--- src/rtl/core/assert_macros.svh ---
// ----------------------------------------------------------------------------
// Assertion macros
// Concurrent assertion wrappers clocked on clock and disabled in reset.
// ----------------------------------------------------------------------------
`ifndef ASSERT_MACROS_SVH
`define ASSERT_MACROS_SVH

`ifndef SYNTHESIS

// Property checked at every rising edge of clock outside reset
`define ASSERT_PROP(label, prop, msg) \
   label: assert property (@(posedge clock) disable iff (reset) (prop)) else $error(msg);

// Condition that must never be true outside reset
`define ASSERT_NEVER(label, cond, msg) \
   label: assert property (@(posedge clock) disable iff (reset) !(cond)) else $error(msg);

`else

`define ASSERT_PROP(label, prop, msg)
`define ASSERT_NEVER(label, cond, msg)

`endif

`endif

--- src/rtl/core/dqr_pkg.sv ---
// ----------------------------------------------------------------------------
// dqr_pkg
// Shared types and constants of the DNS query ID and case rewriter.
// ----------------------------------------------------------------------------
package dqr_pkg;

   localparam int HEADER_BYTES = 12;
   localparam int MAX_LABEL    = 63;
   localparam int POS_W        = 4;
   localparam int LABEL_W      = 6;

   localparam logic [15:0] FLAGS_KEEP_MASK_RESET = 16'h7900;

   // register index of the CSR space
   localparam logic [0:0] CSR_FLAGS_KEEP_MASK = 1'b0;

   // header byte positions
   localparam logic [POS_W-1:0] HDR_ID_HI      = 4'd0;
   localparam logic [POS_W-1:0] HDR_ID_LO      = 4'd1;
   localparam logic [POS_W-1:0] HDR_FLAGS_HI   = 4'd2;
   localparam logic [POS_W-1:0] HDR_FLAGS_LO   = 4'd3;
   localparam logic [POS_W-1:0] HDR_QDCOUNT_HI = 4'd4;
   localparam logic [POS_W-1:0] HDR_QDCOUNT_LO = 4'd5;

   typedef struct packed {
      logic [7:0]  query_byte;
      logic        end_of_query;
      logic [15:0] new_query_id;
      logic        random_bit;
   } item_type;

   typedef struct packed {
      logic [7:0] out_byte;
      logic       out_last;
      logic       short_query;
   } result_type;

endpackage

--- src/rtl/core/dqr_rewrite.sv ---
// ----------------------------------------------------------------------------
// dqr_rewrite
// Per-byte rewrite logic and query walk state, updated on each transfer.
// ----------------------------------------------------------------------------
`include "assert_macros.svh"

module dqr_rewrite (
   input  logic                clock,
   input  logic                reset,
   input  logic                advance,
   input  dqr_pkg::item_type   item,
   input  logic [15:0]         keep_mask,
   output dqr_pkg::result_type result
);

   typedef enum logic [3:0] {
      WALK_HEADER = 4'b0001,
      WALK_LENGTH = 4'b0010,
      WALK_LABEL  = 4'b0100,
      WALK_DONE   = 4'b1000
   } walk_mode_type;

   logic [dqr_pkg::POS_W-1:0]   pos_ff, pos_in;
   logic                        cnt_hi_ff, cnt_hi_in;
   walk_mode_type               mode_ff, mode_in;
   logic [dqr_pkg::LABEL_W-1:0] left_ff, left_in;
   logic [dqr_pkg::LABEL_W-1:0] left_dec;
   logic                        in_header;
   logic [7:0]                  b;
   logic [7:0]                  r;
   logic                        is_letter;

   assign b         = item.query_byte;
   assign in_header = pos_ff < dqr_pkg::POS_W'(dqr_pkg::HEADER_BYTES);
   assign is_letter = (b >= 8'h41 && b <= 8'h5A) || (b >= 8'h61 && b <= 8'h7A);
   assign left_dec  = (left_ff != '0) ? left_ff - 1'b1 : left_ff;

   always_comb begin
      r         = b;
      pos_in    = pos_ff;
      cnt_hi_in = cnt_hi_ff;
      mode_in   = mode_ff;
      left_in   = left_ff;
      if (in_header) begin
         case (pos_ff)
            dqr_pkg::HDR_ID_HI:      r = item.new_query_id[15:8];
            dqr_pkg::HDR_ID_LO:      r = item.new_query_id[7:0];
            dqr_pkg::HDR_FLAGS_HI:   r = b & keep_mask[15:8];
            dqr_pkg::HDR_FLAGS_LO:   r = b & keep_mask[7:0];
            dqr_pkg::HDR_QDCOUNT_HI: cnt_hi_in = (b != 8'd0);
            dqr_pkg::HDR_QDCOUNT_LO: begin
               mode_in = (cnt_hi_ff || b != 8'd0) ? WALK_LENGTH : WALK_DONE;
            end
            default: r = b;
         endcase
      end else begin
         case (mode_ff)
            WALK_LENGTH: begin
               if (b == 8'd0 || b[7:6] == 2'b11 || b > 8'(dqr_pkg::MAX_LABEL)) begin
                  mode_in = WALK_DONE;
               end else begin
                  left_in = b[dqr_pkg::LABEL_W-1:0];
                  mode_in = WALK_LABEL;
               end
            end
            WALK_LABEL: begin
               if (is_letter) begin
                  r = item.random_bit ? (b & 8'hDF) : (b | 8'h20);
               end
               left_in = left_dec;
               if (left_dec == '0) begin
                  mode_in = WALK_LENGTH;
               end
            end
            default: r = b;
         endcase
      end
      if (item.end_of_query) begin
         pos_in    = '0;
         cnt_hi_in = 1'b0;
         mode_in   = WALK_HEADER;
         left_in   = '0;
      end else if (in_header) begin
         pos_in = pos_ff + 1'b1;
      end
   end

   assign result.out_byte    = r;
   assign result.out_last    = item.end_of_query;
   assign result.short_query = item.end_of_query &&
                               (pos_ff < dqr_pkg::POS_W'(dqr_pkg::HEADER_BYTES - 1));

   always_ff @(posedge clock) begin
      if (reset) begin
         pos_ff    <= '0;
         cnt_hi_ff <= 1'b0;
         mode_ff   <= WALK_HEADER;
         left_ff   <= '0;
      end else if (advance) begin
         pos_ff    <= pos_in;
         cnt_hi_ff <= cnt_hi_in;
         mode_ff   <= mode_in;
         left_ff   <= left_in;
      end
   end

   `ASSERT_PROP(a_label_nonempty, (mode_ff == WALK_LABEL) |-> (left_ff != '0), "label mode with no bytes left")
   `ASSERT_NEVER(a_pos_range, pos_ff > dqr_pkg::POS_W'(dqr_pkg::HEADER_BYTES), "byte position past header")
   `ASSERT_PROP(a_clear_on_last, (advance && item.end_of_query) |=> (pos_ff == '0 && mode_ff == WALK_HEADER && !cnt_hi_ff), "state not cleared after last byte")

endmodule

--- src/rtl/core/dns_query_id_and_case_rewriter.sv ---
// ----------------------------------------------------------------------------
// dns_query_id_and_case_rewriter
// Replaces the query ID, masks the flags word and randomizes the letter case
// of the first question name of a DNS query, one byte per transfer.
// ----------------------------------------------------------------------------
//   channel | direction | transfer when       | payload
//   req     | in        | req_valid & !stall  | query_byte, end_of_query, new_query_id, random_bit
//   rsp     | out       | rsp_valid & !stall  | out_byte, out_last, short_query
//   csr     | in/out    | psel&penable&pwrite | flags_keep_mask at any address
//
// One byte per cycle sustained while rsp_stall stays low; input register, then result register.
// The rewrite and walk-state update sit between the two registers.
// req_stall rises only when both registers are full and rsp_stall is high.
// Synchronous reset clears the walk state and sets flags_keep_mask to 0x7900.
// ----------------------------------------------------------------------------
module dns_query_id_and_case_rewriter (
   input  logic        clock,
   input  logic        reset,
   input  logic        req_valid,
   output logic        req_stall,
   input  logic [7:0]  req_query_byte,
   input  logic        req_end_of_query,
   input  logic [15:0] req_new_query_id,
   input  logic        req_random_bit,
   output logic        rsp_valid,
   input  logic        rsp_stall,
   output logic [7:0]  rsp_out_byte,
   output logic        rsp_out_last,
   output logic        rsp_short_query,
   input  logic        csr_psel,
   input  logic        csr_penable,
   input  logic        csr_pwrite,
   input  logic [1:0]  csr_paddr,
   input  logic [31:0] csr_pwdata,
   output logic [31:0] csr_prdata,
   output logic        csr_pready
);

   logic                s1_valid_ff, s1_valid_in;
   dqr_pkg::item_type   s1_item_ff;
   logic                s2_valid_ff, s2_valid_in;
   dqr_pkg::result_type s2_result_ff;
   dqr_pkg::result_type result;
   logic [15:0]         mask_ff;
   logic                accept;
   logic                advance;
   logic                csr_write;
   logic [0:0]          csr_index;

   assign advance     = s1_valid_ff && (!s2_valid_ff || !rsp_stall);
   assign req_stall   = s1_valid_ff && !advance;
   assign accept      = req_valid && !req_stall;
   assign s1_valid_in = accept || (s1_valid_ff && !advance);
   assign s2_valid_in = advance || (s2_valid_ff && rsp_stall);

   always_ff @(posedge clock) begin
      if (reset) begin
         s1_valid_ff <= 1'b0;
         s2_valid_ff <= 1'b0;
      end else begin
         s1_valid_ff <= s1_valid_in;
         s2_valid_ff <= s2_valid_in;
      end
   end

   always_ff @(posedge clock) begin
      if (accept) begin
         s1_item_ff.query_byte   <= req_query_byte;
         s1_item_ff.end_of_query <= req_end_of_query;
         s1_item_ff.new_query_id <= req_new_query_id;
         s1_item_ff.random_bit   <= req_random_bit;
      end
      if (advance) begin
         s2_result_ff <= result;
      end
   end

   dqr_rewrite u_rewrite (
      .clock     (clock),
      .reset     (reset),
      .advance   (advance),
      .item      (s1_item_ff),
      .keep_mask (mask_ff),
      .result    (result)
   );

   assign rsp_valid       = s2_valid_ff;
   assign rsp_out_byte    = s2_result_ff.out_byte;
   assign rsp_out_last    = s2_result_ff.out_last;
   assign rsp_short_query = s2_result_ff.short_query;

   assign csr_index  = csr_paddr[1:1] & 1'b0;
   assign csr_write  = csr_psel && csr_penable && csr_pwrite && csr_pready;
   assign csr_pready = 1'b1;

   always_ff @(posedge clock) begin
      if (reset) begin
         mask_ff <= dqr_pkg::FLAGS_KEEP_MASK_RESET;
      end else if (csr_write && csr_index == dqr_pkg::CSR_FLAGS_KEEP_MASK) begin
         mask_ff <= csr_pwdata[15:0];
      end
   end

   assign csr_prdata = {16'd0, mask_ff};

endmodule
--- config.mk ---
export PLATFORM = sky130hd
export DESIGN_NAME = dns_query_id_and_case_rewriter
export DESIGN_NICKNAME = d
export VERILOG_FILES = /design/src/rtl/core/dqr_pkg.sv /design/src/rtl/core/dqr_rewrite.sv /design/src/rtl/core/dns_query_id_and_case_rewriter.sv
export VERILOG_INCLUDE_DIRS = /design/src /design/src/rtl/core
export SDC_FILE = /design/constraint.sdc
export NUM_CORES = 1
export LEC_CHECK = 0
export BUFFER_PORTS_ARGS = -buffer_cell sky130_fd_sc_hd__buf_2
export CORE_ASPECT_RATIO = 1.4
export CORE_MARGIN = 2
export CORE_UTILIZATION = 46
export CTS_CLUSTER_DIAMETER = 60
export DETAILED_ROUTE_END_ITERATION = 16
export PLACE_DENSITY = 0.77
export RECOVER_POWER = 100
export SLEW_MARGIN = 40
export SYNTH_ARGS = -nofsm -noshare
export SYNTH_HDL_FRONTEND = slang
export SYNTH_SLANG_ARGS = --single-unit
--- constraint.sdc ---
create_clock -name clock -period 2.2 [get_ports clock]
set_input_delay 0.11 -clock clock [delete_from_list [all_inputs] [get_ports clock]]
set_output_delay 0.11 -clock clock [all_outputs]
set_load 0.02 [all_outputs]
==> impl_results.md <==
* Clock latency on the worst-skew pair at 0.35 ns
* Port Buf Inserts at 76
* Root buf cell: clkbuf_8
* Worst-path maximum fanout at 4
* Post-synth top flop: edfxtp_1
* Finish-stage setup viols at 0
* Post-synthesis cell count at 347
* Hold worst-path end: mask_ff[5]
* Post-CTS Setup Bufs at 0
* Via count at 2967
* Die Y at 105.7 um
* Net Sw Power at 696.6 uW
* Setup crit end kind: flop
* Post-Route Setup TNS at 0 ns
* Sw Ratio at 0.2333
* Cell Area, Synth at 3400 um^2
* Status: complete, no violations
* Gp weighted congestion at 0.8613
* Reg2Reg Capture Point: u_rewrite.cnt_hi_ff
* Clock network power share at 0.413
* LEAKAGE at 1.659 nW
* Vias in the first global route at 2986
* Fin crit period at 2.093 ns
* Max_slew headroom at 0.5522
* Setup slack, reg-to-reg at 0.11 ns
* Met3 routed WL at 396 um
* Fillers at 615
* Worst min path class: in -> reg
* Post-route ant nets at 0
* Wire per inst at 14.99 um
* Via density at 5.270
* Synth top area share at 0.3180
* Routed wl met2 at 4665 um
* Worst Tran Pin Value at 0.6717 ns
* Final Cycle Share at 0.9515
* Post-route cell area at 4392 um^2
* Crit path required time at 2.42 ns
* Leading area contributor after synthesis: edfxtp_1
* Num Clock Sinks at 69
* F_max at 0.4777 GHz
* Num rows at 37
* Simple-Gate Fraction of Synth Area at 0.1851
* Finished Layout Cells at 563
* Initial Util at 0.4677
* First-pass GRT wire length at 13650 um
* Antenna diode count at 0
* CTS buffer count at 9
* Total power at 2.986 mW
* PwrDens at 679.9 nW/um^2
* Synth Area in Adders at 0.02208
* Die Wd at 76.66 um
* Synth unique cells at 56
* Critical Setup Path Class: reg -> reg
* Max layer used: met4
* Maximum vdd drop at 528.3 uV
* Max Slew Vio Count at 0
* Placed Cells at 508
* Htree depth at 3
* Maximum number of pins on one net before global-route repair at 35
* Comb pwr share at 0.102
* Compound-Gate Fraction of Synth Area at 0.1763
* Unrepaired setup endpoints after global routing: false
* Seq cells post-synth at 69
* CTS tree: done
* Max-Cap Viols at 0
* Top post-synthesis cells by area: edfxtp_1 (32%), dfxtp_1 (19%), nand2_1 (6.5%)
* Post-DP HPWL at 5685 um
* Hold Fails Final Rpt at 0
* Utilization after layout at 0.6042
* Drt drc at 0
* Reg clk slew, reported paths at 0.08 ns
* CORE AREA at 7268 um^2
* Combinational family with the most area after synthesis: simple AND/OR/NAND/NOR gates
* Total length of routed wires at 8442 um
* Area of the die at 8104 um^2
* Mean Syn Cell Area at 9.797 um^2
* Sequential share of power at 0.486
* Pre-Repair DR Iteration Count at 4
* P_int at 2.290 mW
* Sequential area share after synthesis at 0.5123
* Worst hold start: csr_pwdata[5]
* GRT Overall Usage at 0.2171
* Initial antenna violation count at 0
* CP Data Arrival Time at 2.32 ns
* EDFF count, synth at 36
* Warnings from Yosys at 0
* Instance area after placement at 3795 um^2
* Synth Area in XOR/XNOR at 0.005153
* Worst-case reg-to-reg path depth at 5
* Kind of start point of the critical path: flop
* FF-to-FF Start: s1_item_ff[22]
* Worst clock skew at 0.01174 ns
* Share of layout cells above drive strength 1 at 0.1717
* Metal1 wirelength at 3093 um
* Asr flop ratio synth at 0
* Mux share of post-synthesis cell area at 0.01509
* Fin nets at 535
* Area grow syn2layout at 29.19%
* Worst Hold Path Cells at 3
* Initial detailed-routing violation count at 214
* Clock Path Buffers at 2
* Grt ovf at 0
* # IOs at 112
[flip-flops by register name, indices dropped and copies added, names as in the netlist]
signal / flops
u_rewrite.left_ff: 6
u_rewrite.mode_ff: 4
rsp_valid: 1
s1_item_ff: 26
rsp_out_byte: 8
s1_valid_ff: 1
rsp_out_last: 1
rsp_short_query: 1
u_rewrite.cnt_hi_ff: 1
u_rewrite.pos_ff: 4
mask_ff: 16
[worst max-delay path, cell delays in order (launching register included)]
cell      delay [ns]
edfxtp_1        0.44
or4_4           0.59
or4b_1          0.52
a22o_1          0.22
a22oi_1         0.14
nor2_1          0.05
[area by class of cell]
type	count	area, um^2	share of cell area
multi-input combinational	247	1444	0.3288
tap	97	121.4	0.02764
clock inverter	6	112.6	0.02564
timing repair buffer	127	818.3	0.1863
inverter	8	30.03	0.006838
clock buffer	9	123.9	0.02821
sequential	69	1742	0.3966
[power by group through the flow]
stage	Combinational [mW]	Sequential (mW)	Clock (mW)
after floorplan	0.156	1.49	0
after global placement	0.249	1.47	0
after detailed placement	0.252	1.48	0
after global routing	0.333	1.46	1.30
final	0.303	1.45	1.23
after CTS	0.308	1.45	1.25
[how the worst max path moves through the flow]
stage,slack (ns),end,start,cells past startpoint
final,0.11,u_rewrite.cnt_hi_ff,s1_item_ff[22],5
after global routing,0.004,u_rewrite.left_ff[3],u_rewrite.left_ff[1],7
after CTS,0.09,u_rewrite.left_ff[3],u_rewrite.left_ff[1],7
after detailed placement,0.10,u_rewrite.left_ff[3],u_rewrite.left_ff[1],7
after global placement,0.16,u_rewrite.cnt_hi_ff,s1_item_ff[22],5
after floorplan,0.22,u_rewrite.mode_ff[1],s1_item_ff[22],5
[per-layer routing]
metal  vias to the layer above  global-route usage
li1                       1445                   -
met1                      1395              0.2192
met2                       105              0.4102
met3                        22             0.05308
met4                         0              0.1065
met5                         -                   0
[cell usage after synthesis (3+ instances only)]
| library cell | n |
|---|---|
| a22oi_1 | 10 |
| ha_1 | 6 |
| edfxtp_1 | 36 |
| nor2_1 | 25 |
| dfxtp_1 | 33 |
| o21ai_0 | 28 |
| mux2i_1 | 4 |
| a21oi_1 | 20 |
| nor4_1 | 3 |
| buf_4 | 18 |
| clkbuf_1 | 13 |
| nor3_1 | 6 |
| or4_1 | 3 |
| nand3_1 | 6 |
| o41ai_1 | 3 |
| o21ai_1 | 3 |
| nand2_1 | 59 |
| nand3b_1 | 6 |
| a32o_1 | 3 |
| nand2b_1 | 3 |
| inv_1 | 6 |
[metrics by stage]
step                      hold WS (ns)  setup WS (ns)
final                          0.01716         0.1066
after global routing          0.007473       0.003556
after CTS                    0.0004141        0.08679
after detailed placement        0.2881         0.1048
after global placement          0.2884         0.1598
after floorplan                 0.2089         0.2233
[what timing repair did]
item	4_1_cts	5_1_grt
endpoints found under the hold margin	40	0
hold buffers	40	0
endpoints found under the setup margin	0	1
resized for setup	0	1
[cells in the final DEF, fill, tap and decap left out, types with 3 or more instances in the layout]
| cell | count |
|---|---|
| inv_1 | 7 |
| buf_4 | 9 |
| nor3_1 | 6 |
| nand3b_1 | 6 |
| or4_1 | 3 |
| bufinv_16 | 3 |
| nor2_1 | 25 |
| a22oi_1 | 10 |
| clkinvlp_4 | 3 |
| buf_2 | 45 |
| o21ai_0 | 29 |
| nand2_1 | 60 |
| a32o_1 | 3 |
| mux2i_1 | 4 |
| a21oi_1 | 20 |
| edfxtp_1 | 36 |
| nor4_1 | 3 |
| conb_1 | 17 |
| clkbuf_1 | 32 |
| dlygate4sd3_1 | 40 |
| dfxtp_1 | 33 |
| ha_1 | 6 |
| nand2b_1 | 3 |
| clkbuf_8 | 9 |
| nand3_1 | 6 |
[cells by family after synthesis]
kind of cell             after synthesis
AO/OA/AOI/OAI                         88
other                                  2
buffers and inverters                 46
AND/OR/NAND/NOR                      129
multiplexers                           5
adder cells (fa/ha/maj)                6
XOR/XNOR                               2
flip-flops                            69
No activity file was read; power rests on OpenSTA's default activity.
